`config.mk`:
```
export PLATFORM = sky130hd
export DESIGN_NAME = rle_blitter_command_engine_core
export DESIGN_NICKNAME = d
export VERILOG_FILES = /design/src/rbce_pkg.sv /design/src/rbce_front.sv /design/src/rbce_back.sv /design/src/rle_blitter_command_engine_core.sv
export SDC_FILE = /design/constraint.sdc
export NUM_CORES = 1
export LEC_CHECK = 0
export BUFFER_PORTS_ARGS = -buffer_cell sky130_fd_sc_hd__buf_2
export CORE_ASPECT_RATIO = 1.25
export CORE_UTILIZATION = 60
export DETAILED_ROUTE_END_ITERATION = 6
export GPL_ROUTABILITY_DRIVEN = 0
export GPL_TIMING_DRIVEN = 0
export PLACE_DENSITY = 0.84
export SLEW_MARGIN = 30
export SYNTH_ARGS = -nofsm -noshare
export SYNTH_HDL_FRONTEND = slang
export SYNTH_SLANG_ARGS = --single-unit
```
`constraint.sdc`:
```
create_clock -name clk_i -period 7.1 [get_ports clk_i]
set_input_delay 2.13 -clock clk_i [delete_from_list [all_inputs] [get_ports clk_i]]
set_output_delay 2.13 -clock clk_i [all_outputs]
set_load 0.02 [all_outputs]
```
`src/rbce_pkg.sv`:
```
// ----------------------------------------------------------------------------
// rbce_pkg: run-length blitter command engine package
// beat types, command and result codes, configuration bundle and plane mask
// ----------------------------------------------------------------------------
package rbce_pkg;

  // rom address width of the source pointer
  localparam int unsigned SrcAddrBits = 22;
  localparam logic [21:0] SrcAddrMask = 22'((64'd1 << SrcAddrBits) - 64'd1);

  // queue depths (two entries, one-bit pointers)
  localparam int unsigned QueueDepth = 2;

  // input func codes
  localparam logic [1:0] FuncStart   = 2'd0;
  localparam logic [1:0] FuncDeliver = 2'd1;
  localparam logic [1:0] FuncAdvance = 2'd2;

  // plane layouts
  localparam logic [1:0] LayoutFour     = 2'd0;
  localparam logic [1:0] LayoutFourDual = 2'd1;
  localparam logic [1:0] LayoutThreePair = 2'd2;

  // configuration register indexes
  localparam logic [2:0] RegLayoutMode  = 3'd0;
  localparam logic [2:0] RegDestLayers  = 3'd1;
  localparam logic [2:0] RegPenRegister = 3'd2;
  localparam logic [2:0] RegActiveHalf  = 3'd3;
  localparam logic [2:0] RegBothHalves  = 3'd4;
  localparam logic [2:0] RegFlipScreen  = 3'd5;
  localparam logic [2:0] RegIrqEnable   = 3'd6;
  localparam logic [2:0] RegRomLength   = 3'd7;

  // command stream opcodes (low nibble)
  localparam logic [3:0] OpStop    = 4'd0;
  localparam logic [3:0] OpCount   = 4'd12;
  localparam logic [3:0] OpSkipA   = 4'd13;
  localparam logic [3:0] OpSkipB   = 4'd14;
  localparam logic [3:0] OpNextRow = 4'd15;

  // blit flag bits
  localparam int unsigned FlagFill     = 0;
  localparam int unsigned FlagOverride = 1;
  localparam int unsigned FlagSwap     = 3;

  // dest_layers bit that widens the pen
  localparam int unsigned LayerPenOr = 4;

  typedef enum logic [1:0] {
    OpStart   = 2'd0,
    OpDeliver = 2'd1,
    OpAdvance = 2'd2
  } op_e;

  typedef enum logic [1:0] {
    KindFetch = 2'd0,
    KindPixel = 2'd1,
    KindFill  = 2'd2,
    KindDone  = 2'd3
  } kind_e;

  typedef struct packed {
    logic [1:0]  func;
    logic [21:0] src_address;
    logic [15:0] dest_xy;
    logic [7:0]  blit_flags;
    logic [7:0]  rom_byte;
  } in_item_t;

  typedef struct packed {
    logic [1:0]  kind;
    logic [21:0] address;
    logic [7:0]  pen;
    logic [7:0]  plane_mask;
    logic [16:0] fill_length;
    logic        overrun;
    logic        irq;
  } out_item_t;

  // classified command travelling from front to back
  typedef struct packed {
    op_e         op;
    logic [21:0] src_address;
    logic [15:0] dest_xy;
    logic [7:0]  blit_flags;
    logic [7:0]  rom_byte;
  } cmd_t;

  // queue handshake between front and back
  typedef struct packed {
    logic valid;
    cmd_t cmd;
  } cmd_q_t;

  typedef struct packed {
    logic [1:0]  layout_mode;
    logic [7:0]  dest_layers;
    logic [7:0]  pen_register;
    logic        active_half;
    logic        both_halves;
    logic        flip_screen;
    logic        irq_enable;
    logic [22:0] rom_length;
  } cfg_t;

  function automatic logic [7:0] half_mask(logic [7:0] layers, logic half, logic both);
    logic [7:0] m;
    m = '0;
    for (int l = 0; l < 4; l++) begin
      if (layers[l]) begin
        m[l*2 + int'(half)] = 1'b1;
        if (both) begin
          m[l*2 + 1 - int'(half)] = 1'b1;
        end
      end
    end
    return m;
  endfunction

  function automatic logic [7:0] plane_mask_for(cfg_t cfg, logic fill);
    logic [7:0] m;
    case (cfg.layout_mode)
      LayoutFour:      m = half_mask(cfg.dest_layers, cfg.active_half, fill);
      LayoutFourDual:  m = half_mask(cfg.dest_layers, cfg.active_half, cfg.both_halves);
      LayoutThreePair: m = {2'b00, cfg.dest_layers[5:0]};
      default:         m = {5'b00000, cfg.dest_layers[1], 1'b0, cfg.dest_layers[0]};
    endcase
    return m;
  endfunction

endpackage

```
`src/rbce_front.sv`:
```
// ----------------------------------------------------------------------------
// rbce_front: command front end
// classifies input beats and holds them in a two-entry queue for the back end
// ----------------------------------------------------------------------------
module rbce_front (
  input  logic                clk_i,
  input  logic                rst_ni,
  input  logic                in_valid_i,
  output logic                in_stall_o,
  input  rbce_pkg::in_item_t  in_data_i,
  output rbce_pkg::cmd_q_t    cmd_q_o,
  input  logic                cmd_pop_i
);

  logic [1:0]     cnt_q, cnt_d;
  logic           wr_q, rd_q;
  rbce_pkg::cmd_t buf_q [rbce_pkg::QueueDepth];
  rbce_pkg::cmd_t cls;
  logic           known;
  logic           accept, push;

  // func 3 means nothing and is dropped here
  always_comb begin
    cls             = '0;
    cls.src_address = in_data_i.src_address;
    cls.dest_xy     = in_data_i.dest_xy;
    cls.blit_flags  = in_data_i.blit_flags;
    cls.rom_byte    = in_data_i.rom_byte;
    known           = 1'b1;
    case (in_data_i.func)
      rbce_pkg::FuncStart:   cls.op = rbce_pkg::OpStart;
      rbce_pkg::FuncDeliver: cls.op = rbce_pkg::OpDeliver;
      rbce_pkg::FuncAdvance: cls.op = rbce_pkg::OpAdvance;
      default: begin
        cls.op = rbce_pkg::OpStart;
        known  = 1'b0;
      end
    endcase
  end

  assign in_stall_o = (cnt_q == 2'(rbce_pkg::QueueDepth));
  assign accept     = in_valid_i && !in_stall_o;
  assign push       = accept && known;

  assign cmd_q_o.valid = (cnt_q != 2'd0);
  assign cmd_q_o.cmd   = buf_q[rd_q];

  always_comb begin
    cnt_d = cnt_q;
    if (push && !cmd_pop_i) begin
      cnt_d = cnt_q + 2'd1;
    end else if (!push && cmd_pop_i) begin
      cnt_d = cnt_q - 2'd1;
    end
  end

  always_ff @(posedge clk_i or negedge rst_ni) begin
    if (!rst_ni) begin
      cnt_q <= '0;
      wr_q  <= 1'b0;
      rd_q  <= 1'b0;
    end else begin
      cnt_q <= cnt_d;
      if (push) begin
        wr_q <= ~wr_q;
      end
      if (cmd_pop_i) begin
        rd_q <= ~rd_q;
      end
    end
  end

  always_ff @(posedge clk_i) begin
    if (push) begin
      buf_q[wr_q] <= cls;
    end
  end

`ifndef ASSERT_OFF
  a_cnt_bound: assert property (@(posedge clk_i) disable iff (!rst_ni)
    cnt_q <= 2'(rbce_pkg::QueueDepth))
    else $error("command queue count out of range");

  a_pop_nonempty: assert property (@(posedge clk_i) disable iff (!rst_ni)
    cmd_pop_i |-> cnt_q != 2'd0)
    else $error("pop from empty command queue");

  a_full_stalls: assert property (@(posedge clk_i) disable iff (!rst_ni)
    (cnt_q == 2'(rbce_pkg::QueueDepth) && !cmd_pop_i) |=> in_stall_o)
    else $error("full queue not stalling input");
`endif

endmodule

```
`src/rbce_back.sv`:
```
// ----------------------------------------------------------------------------
// rbce_back: command back end
// walks the blit state one command per cycle while the result buffer has room, and buffers results
// ----------------------------------------------------------------------------
module rbce_back (
  input  logic                clk_i,
  input  logic                rst_ni,
  input  rbce_pkg::cfg_t      cfg_i,
  input  rbce_pkg::cmd_q_t    cmd_q_i,
  output logic                cmd_pop_o,
  output logic                out_valid_o,
  input  logic                out_stall_i,
  output rbce_pkg::out_item_t out_data_o
);

  typedef enum logic [5:0] {
    PhIdle  = 6'b000001,
    PhCmd   = 6'b000010,
    PhSkip  = 6'b000100,
    PhCount = 6'b001000,
    PhDraw  = 6'b010000,
    PhNext  = 6'b100000
  } phase_e;

  phase_e      phase_q, phase_d, fetch_ph;
  logic [21:0] ptr_q, ptr_d;
  logic [7:0]  cx_q, cx_d, cy_q, cy_d, rsx_q, rsx_d;
  logic [3:0]  pen_q, pen_d;
  logic [7:0]  left_q, left_d;
  logic [7:0]  flags_q, flags_d;

  rbce_pkg::cmd_t      cmd;
  rbce_pkg::out_item_t res;
  logic                has_res, do_fetch;
  logic [7:0]          b, px, py;
  logic [7:0]          ppen;
  logic [21:0]         ptr_inc;

  logic [1:0]          ocnt_q;
  logic                owr_q, ord_q;
  rbce_pkg::out_item_t obuf_q [rbce_pkg::QueueDepth];
  logic                push, pop_out;

  assign cmd       = cmd_q_i.cmd;
  assign cmd_pop_o = cmd_q_i.valid && (ocnt_q != 2'(rbce_pkg::QueueDepth));
  assign b         = cmd.rom_byte;
  assign ptr_inc   = (ptr_q + 22'd1) & rbce_pkg::SrcAddrMask;

  // pixel coordinates and pen
  always_comb begin
    px = cx_q;
    py = cy_q;
    if (cfg_i.flip_screen) begin
      px = ~cx_q;
      py = ~cy_q;
    end
    if (flags_q[rbce_pkg::FlagSwap]) begin
      px = cfg_i.flip_screen ? ~cy_q : cy_q;
      py = cfg_i.flip_screen ? ~cx_q : cx_q;
    end
    ppen = {4'h0, pen_q};
    if (flags_q[rbce_pkg::FlagOverride]) begin
      ppen = {4'h0, cfg_i.pen_register[7:4]};
    end
    if (cfg_i.dest_layers[rbce_pkg::LayerPenOr]) begin
      ppen = ppen | {cfg_i.pen_register[6:0], 1'b0};
    end
  end

  always_comb begin
    phase_d  = phase_q;
    ptr_d    = ptr_q;
    cx_d     = cx_q;
    cy_d     = cy_q;
    rsx_d    = rsx_q;
    pen_d    = pen_q;
    left_d   = left_q;
    flags_d  = flags_q;
    res      = '0;
    has_res  = 1'b0;
    do_fetch = 1'b0;
    fetch_ph = PhCmd;
    if (cmd_pop_o) begin
      case (cmd.op)
        rbce_pkg::OpStart: begin
          flags_d = cmd.blit_flags;
          ptr_d   = cmd.src_address & rbce_pkg::SrcAddrMask;
          cx_d    = cmd.dest_xy[7:0];
          cy_d    = cmd.dest_xy[15:8];
          rsx_d   = cmd.dest_xy[7:0];
          left_d  = '0;
          pen_d   = '0;
          if (cmd.blit_flags[rbce_pkg::FlagFill]) begin
            has_res         = 1'b1;
            res.kind        = rbce_pkg::KindFill;
            res.address     = cfg_i.flip_screen ? 22'd0 : {6'd0, cmd.dest_xy};
            res.pen         = {4'h0, cfg_i.pen_register[7:4]};
            res.plane_mask  = rbce_pkg::plane_mask_for(cfg_i, 1'b1);
            res.fill_length = 17'h10000 - {1'b0, cmd.dest_xy};
            phase_d         = PhIdle;
          end else begin
            do_fetch = 1'b1;
            fetch_ph = PhCmd;
          end
        end
        rbce_pkg::OpDeliver: begin
          case (phase_q)
            PhCmd: begin
              ptr_d = ptr_inc;
              pen_d = b[7:4];
              case (b[3:0])
                rbce_pkg::OpStop: begin
                  has_res     = 1'b1;
                  res.kind    = rbce_pkg::KindDone;
                  res.address = ptr_inc;
                  res.irq     = cfg_i.irq_enable;
                  phase_d     = PhIdle;
                end
                rbce_pkg::OpNextRow: begin
                  cy_d     = flags_q[rbce_pkg::FlagSwap] ? cy_q - 8'd1 : cy_q + 8'd1;
                  cx_d     = rsx_q;
                  do_fetch = 1'b1;
                  fetch_ph = PhCmd;
                end
                rbce_pkg::OpSkipA, rbce_pkg::OpSkipB: begin
                  do_fetch = 1'b1;
                  fetch_ph = PhSkip;
                end
                rbce_pkg::OpCount: begin
                  do_fetch = 1'b1;
                  fetch_ph = PhCount;
                end
                default: begin
                  left_d  = {4'h0, b[3:0]};
                  phase_d = PhDraw;
                end
              endcase
            end
            PhSkip: begin
              ptr_d    = ptr_inc;
              cx_d     = rsx_q + b;
              do_fetch = 1'b1;
              fetch_ph = PhCount;
            end
            PhCount: begin
              ptr_d = ptr_inc;
              if (b == 8'd0) begin
                do_fetch = 1'b1;
                fetch_ph = PhCmd;
              end else begin
                left_d  = b;
                phase_d = PhDraw;
              end
            end
            default: begin
            end
          endcase
        end
        rbce_pkg::OpAdvance: begin
          case (phase_q)
            PhDraw: begin
              has_res        = 1'b1;
              res.kind       = rbce_pkg::KindPixel;
              res.address    = {6'd0, py, px};
              res.pen        = ppen;
              res.plane_mask = rbce_pkg::plane_mask_for(cfg_i, 1'b0);
              cx_d           = cx_q + 8'd1;
              left_d         = left_q - 8'd1;
              if (left_q == 8'd1) begin
                phase_d = PhNext;
              end
            end
            PhNext: begin
              do_fetch = 1'b1;
              fetch_ph = PhCmd;
            end
            default: begin
            end
          endcase
        end
        default: begin
        end
      endcase
      // fetch request, or end of blit when the pointer runs off the rom
      if (do_fetch) begin
        has_res     = 1'b1;
        res.address = ptr_d;
        if ({1'b0, ptr_d} >= cfg_i.rom_length) begin
          res.kind    = rbce_pkg::KindDone;
          res.overrun = 1'b1;
          res.irq     = cfg_i.irq_enable;
          phase_d     = PhIdle;
        end else begin
          res.kind = rbce_pkg::KindFetch;
          phase_d  = fetch_ph;
        end
      end
    end
  end

  always_ff @(posedge clk_i or negedge rst_ni) begin
    if (!rst_ni) begin
      phase_q <= PhIdle;
      ptr_q   <= '0;
      cx_q    <= '0;
      cy_q    <= '0;
      rsx_q   <= '0;
      pen_q   <= '0;
      left_q  <= '0;
      flags_q <= '0;
    end else begin
      phase_q <= phase_d;
      ptr_q   <= ptr_d;
      cx_q    <= cx_d;
      cy_q    <= cy_d;
      rsx_q   <= rsx_d;
      pen_q   <= pen_d;
      left_q  <= left_d;
      flags_q <= flags_d;
    end
  end

  // result buffer
  assign push        = cmd_pop_o && has_res;
  assign out_valid_o = (ocnt_q != 2'd0);
  assign pop_out     = out_valid_o && !out_stall_i;
  assign out_data_o  = obuf_q[ord_q];

  always_ff @(posedge clk_i or negedge rst_ni) begin
    if (!rst_ni) begin
      ocnt_q <= '0;
      owr_q  <= 1'b0;
      ord_q  <= 1'b0;
    end else begin
      if (push && !pop_out) begin
        ocnt_q <= ocnt_q + 2'd1;
      end else if (!push && pop_out) begin
        ocnt_q <= ocnt_q - 2'd1;
      end
      if (push) begin
        owr_q <= ~owr_q;
      end
      if (pop_out) begin
        ord_q <= ~ord_q;
      end
    end
  end

  always_ff @(posedge clk_i) begin
    if (push) begin
      obuf_q[owr_q] <= res;
    end
  end

`ifndef ASSERT_OFF
  a_obuf_bound: assert property (@(posedge clk_i) disable iff (!rst_ni)
    ocnt_q <= 2'(rbce_pkg::QueueDepth))
    else $error("result buffer count out of range");

  a_no_pop_full: assert property (@(posedge clk_i) disable iff (!rst_ni)
    ocnt_q == 2'(rbce_pkg::QueueDepth) |-> !cmd_pop_o)
    else $error("command taken with full result buffer");

  a_fill_ends: assert property (@(posedge clk_i) disable iff (!rst_ni)
    (cmd_pop_o && cmd.op == rbce_pkg::OpStart && cmd.blit_flags[rbce_pkg::FlagFill])
    |=> phase_q == PhIdle)
    else $error("fill did not end the blit");

  a_draw_run: assert property (@(posedge clk_i) disable iff (!rst_ni)
    phase_q == PhDraw |-> left_q != 8'd0)
    else $error("drawing with empty run");
`endif

endmodule

```
`src/rle_blitter_command_engine_core.sv`:
```
// ----------------------------------------------------------------------------
// rle_blitter_command_engine_core: run-length blitter command engine
// decodes run-length drawing commands fed one rom byte per beat and issues
// fetch requests, pixel writes, fill orders and done reports
// ----------------------------------------------------------------------------
//
//   channel  direction  handshake            payload
//   in       input      in_valid / in_stall  rbce_pkg::in_item_t
//   out      output     out_valid / stall    rbce_pkg::out_item_t
//   cfg      input      cfg_valid / ready    cfg_index (3b), cfg_data (23b)
//
// one beat per clock is taken on the input and one result per clock leaves
// the output while nothing stalls; a beat's result is held first in the front
// queue and then in the back end's result buffer; the back end updates the
// blit state once per cycle while the result buffer has room, setting that rate
// reset clears queues, blit state and config to defaults (irq_enable on,
// rom_length 4 MiB); output stalls fill the result buffer and then the
// command queue before the input stalls
//
module rle_blitter_command_engine_core (
  input  logic                clk_i,
  input  logic                rst_ni,
  // input beats
  input  logic                in_valid_i,
  output logic                in_stall_o,
  input  rbce_pkg::in_item_t  in_data_i,
  // result beats
  output logic                out_valid_o,
  input  logic                out_stall_i,
  output rbce_pkg::out_item_t out_data_o,
  // configuration writes
  input  logic                cfg_valid_i,
  output logic                cfg_ready_o,
  input  logic [2:0]          cfg_index_i,
  input  logic [22:0]         cfg_data_i
);

  rbce_pkg::cfg_t   cfg_q;
  rbce_pkg::cmd_q_t cmd_q;
  logic             cmd_pop;

  // config writes land at once, always ready
  assign cfg_ready_o = 1'b1;

  always_ff @(posedge clk_i or negedge rst_ni) begin
    if (!rst_ni) begin
      cfg_q.layout_mode  <= '0;
      cfg_q.dest_layers  <= '0;
      cfg_q.pen_register <= '0;
      cfg_q.active_half  <= 1'b0;
      cfg_q.both_halves  <= 1'b0;
      cfg_q.flip_screen  <= 1'b0;
      cfg_q.irq_enable   <= 1'b1;
      cfg_q.rom_length   <= 23'h400000;
    end else if (cfg_valid_i && cfg_ready_o) begin
      case (cfg_index_i)
        rbce_pkg::RegLayoutMode:  cfg_q.layout_mode  <= cfg_data_i[1:0];
        rbce_pkg::RegDestLayers:  cfg_q.dest_layers  <= cfg_data_i[7:0];
        rbce_pkg::RegPenRegister: cfg_q.pen_register <= cfg_data_i[7:0];
        rbce_pkg::RegActiveHalf:  cfg_q.active_half  <= cfg_data_i[0];
        rbce_pkg::RegBothHalves:  cfg_q.both_halves  <= cfg_data_i[0];
        rbce_pkg::RegFlipScreen:  cfg_q.flip_screen  <= cfg_data_i[0];
        rbce_pkg::RegIrqEnable:   cfg_q.irq_enable   <= cfg_data_i[0];
        rbce_pkg::RegRomLength:   cfg_q.rom_length   <= cfg_data_i;
        default: begin
        end
      endcase
    end
  end

  // front: classify beats, drop meaningless func codes, queue them
  rbce_front u_front (
    .clk_i      (clk_i),
    .rst_ni     (rst_ni),
    .in_valid_i (in_valid_i),
    .in_stall_o (in_stall_o),
    .in_data_i  (in_data_i),
    .cmd_q_o    (cmd_q),
    .cmd_pop_i  (cmd_pop)
  );

  // back: blit state walk and result buffer
  rbce_back u_back (
    .clk_i       (clk_i),
    .rst_ni      (rst_ni),
    .cfg_i       (cfg_q),
    .cmd_q_i     (cmd_q),
    .cmd_pop_o   (cmd_pop),
    .out_valid_o (out_valid_o),
    .out_stall_i (out_stall_i),
    .out_data_o  (out_data_o)
  );

endmodule

```
==> metrics <==
Die Footprint=slightly above 30000 µm²; Pleak=7.957 nW; routed length per instance=22.19 µm; number of synthesized flops with an enable pin=220; Post CTS Setup Buffer Count=0; share of total power in combinational logic=0.477; critical path type=flip-flop to flip-flop; chip height=193.9 µm; Starting Density=0.6168; Max VDD drop=around 240 µV; Pint=around 0.0052 W; Area growth syn-to-layout=14.06%; Area contributors post-synth=edfxtp_1, dfrtp_1, mux2_2, ha_1, mux2i_1; HP Start=cfg_q[1]$_DFFE_PN0P_; synth unique cells=94; ys flop type=edfxtp_1; Clk pwr share=0.191; Detailed Route Iter0 Violations=between 1.5k and 2k; Max Fclk=around 0.15 GHz; synthesized net count=approximately 1.7k; RSZ-0062 raised after global routing=false; Levels on crit path=18; Arr. time, crit path=~6700 ps; Sw Share=0.4219; post_cts resized=0; H-tree depth=2; Placed Instance Area=19100 µm²; crit-path cells=buf_2 -> buf_6 -> buf_2 -> buf_2 -> mux2i_1 -> ha_1 -> buf_2 -> clkinv_1 -> clkbuf_1 -> clkbuf_1 -> o221ai_1 -> ha_1 -> a211oi_1 -> o32ai_1 -> a41oi_1 -> a21oi_1 -> nand2_1 -> a221oi_1; io pins=149; HP Class=flip-flop to flip-flop; number of diodes=0; CP most frequent cell=buf_2; WL final=roughly 47 mm; Worst Path Required=7350 ps; Die X=about 160 µm; cts bufs inserted=35; CTS sink cnt=roughly 340; antenna-violating nets left=0; Slew HR=0.3440; post-synth top area cell=edfxtp_1; R2R cell count=18; worst-margin pin slew=between 900 and 1000 ps; post-synth top area share=0.3737; sequential share of the synthesized area=0.5395; largest fanout on the critical path=10; dpl hpwl=between 30 and 40 mm; Max Cap Viol=0; Post-Layout Inst Area=20170 µm²; R2R Setup Slk=about 650 ps; worst-skew pair later-pin latency=530 ps; Tot GR Track Use=0.3148; Final Critical Period=6453 ps; Vias/cell=approximately 6.5; PortBufs=~140; Worst Path Buf+Inv=8; critical path's top delay family=buffers and inverters; Tcrit/Tclk final=0.9089; vias in the first global route=approximately 13k; Seq. cell area=between 9000 and 10000 µm²; skew final=about 16 ps; Root Driver=clkbuf_16; switching pwr=around 0.0038 W; synth warn=0; FF+latch count, synth=between 300 and 400; Core ar.=between 20000 and 30000 µm²; layout cell share with drive strength beyond 1=0.2250; worst hold stages=1; cell area after synthesis=17680 µm²; clk slew on worst S/H paths=roughly 70 ps; Nets=1842; hold worst-path end=cfg_q[1]$_DFFE_PN0P_; Cell Pwr Density=roughly 450 nW/µm²; Syn Area/Cell=between 10 and 15 µm²; largest net degree at the start of global routing=65; via count=roughly 14k; initial antenna violation count=0; Cells after Synth=1521; hold slack=505.2 ps; multi-input logic area=about 7600 µm²; Crit-path slowest cell=a221oi_1; CP max stage delay=about 520 ps; CTS Buffer Depth=3; crit path capture type=flip-flop; Max Slew Vio Count=0; worst setup path start=u_front.rd_q$_DFFE_PN0P_; DRT Pass-1 Iters=6; crit path launch type=flip-flop; share of power burned in registers=0.332; DRC Markers=0; TritonCTS clock tree=yes; RR Endpoint=u_back.obuf_q[1][57]$_DFFE_PP_; total grt overflow=0; final setup vio count=0; Hold Vio Cnt, Final=0; Async S/R FF share, synth=0.3472; first-pass GRT wire length=around 73 mm; layout filler cell count=2034; RR Startpoint=u_front.rd_q$_DFFE_PN0P_; hold_buf cts=0; status=completed; Core Rows=69
-- kinds of logic (layout without fill, tap and decap cells) --
group	Yosys count	after routing	synth area share
flops	337	337	0.5395
mux	182	182	0.1122
xor+xnor	70	70	0.03468
compound gates	327	327	0.1255
simple gates	419	419	0.1208
buf+inv	136	348	0.03163
fa+ha+maj	49	49	0.03553
other cells	1	1	0.0002121
-- power groups by stage --
stage	Sequential, W	Clock [W]	Combinational, W
after floorplan	0.00293	0	0.00295
after global placement	0.00301	0	0.00392
after detailed placement	0.00301	0	0.00416
after CTS	0.00298	0.00173	0.00420
after global routing	0.00304	0.00180	0.00461
final	0.00300	0.00172	0.00430
-- sequential cells by signal, summed over array words and instances, names as in the netlist --
name	cells
u_back.flags_q	2
cfg_q	43
u_back.rsx_q	8
u_back.pen_q	4
u_back.ptr_q	22
u_back.ord_q	1
u_back.obuf_q	118
u_front.rd_q	1
u_back.ocnt_q	2
u_front.cnt_q	2
u_back.owr_q	1
u_back.phase_q	6
u_back.left_q	8
u_front.wr_q	1
u_back.cy_q	8
u_back.cx_q	8
u_front.buf_q	102
-- synth_stat cells (13+ instances only) --
cell        n
edfxtp_1  220
mux2_2    125
nand2_1   116
dfrtp_1   114
nor2_1     90
o21ai_0    76
a21oi_1    65
mux2i_1    55
inv_1      54
nor3_1     50
xnor2_1    48
ha_1       47
clkbuf_1   46
nand3_1    36
xor2_1     22
buf_2      20
o22ai_1    18
nor2b_1    16
a21o_1     15
o221ai_1   15
a211oi_1   14
nand4_1    13
nor3b_1    13
-- cell type report --
class                           count  area share
Buffer                             80     0.01731
Clock inverter                     14    0.004716
Sequential cell                   337      0.4730
Clock buffer                       50     0.04778
Tap cell                          390     0.02420
Inverter                           56     0.01042
Multi-Input combinational cell   1048      0.3776
Timing Repair Buffer              148     0.04505
-- metal layers --
metal | GRT usage | part of all wire
met1 | 0.3982 | 0.37
met2 | 0.5084 | 0.47
met4 | 0.1797 | 0.063
met3 | 0.05811 | 0.097
met5 | 0 | 0
-- placed cells by master, fill, tap and decap left out, types with 47 or more instances in the layout --
master and instances:
nor2_1 89, mux2_2 125, nand2_1 116, xnor2_1 48
mux2i_1 52, edfxtp_1 220, nor3_1 50, buf_2 160
ha_1 47, dfrtp_1 114, clkbuf_1 59, a21oi_1 65
inv_1 54, o21ai_0 76
-- worst max path at each step --
stage,endpoint,slack [ps]
6_report,u_back.obuf_q[1][57]$_DFFE_PP_,650
5_1_grt,u_back.obuf_q[1][57]$_DFFE_PP_,430
4_1_cts,u_back.obuf_q[1][58]$_DFFE_PP_,930
3_5_place_dp,u_back.obuf_q[1][58]$_DFFE_PP_,950
3_3_place_gp,u_back.obuf_q[0][12]$_DFFE_PP_,-880
2_1_floorplan,u_back.obuf_q[0][0]$_DFFE_PP_,1290
-- stage by stage --
| step | total power [W] | worst slack, ps | instances | util | TNS [ps] |
|---|---|---|---|---|---|
| 5_1_grt | 0.009454 | 429.1 | 2123 | 0.7036 | 0 |
| 2_1_floorplan | 0.005874 | 1293 | 1521 | - | 0 |
| 6_report | 0.009020 | 646.6 | 2123 | 0.7036 | 0 |
| 3_5_place_dp | 0.007170 | 953.5 | 2059 | 0.6664 | 0 |
| 3_3_place_gp | 0.006926 | -883.8 | 2052 | 0.6585 | -51490 |
| 4_1_cts | 0.008908 | 927.6 | 2123 | 0.7033 | 0 |
-- worst reg2reg max path, delay by kind of cell, from the launching register on --
| family | cells | cell delay, ps |
|---|---|---|
| and+or+nand+nor | 1 | 190 |
| buffers and inverters | 8 | 2760 |
| DFF | 1 | 380 |
| AOI/OAI and AO/OA | 6 | 1890 |
| muxes | 1 | 440 |
| adders and majority gates | 2 | 510 |
(Power assumes the default switching activity.)
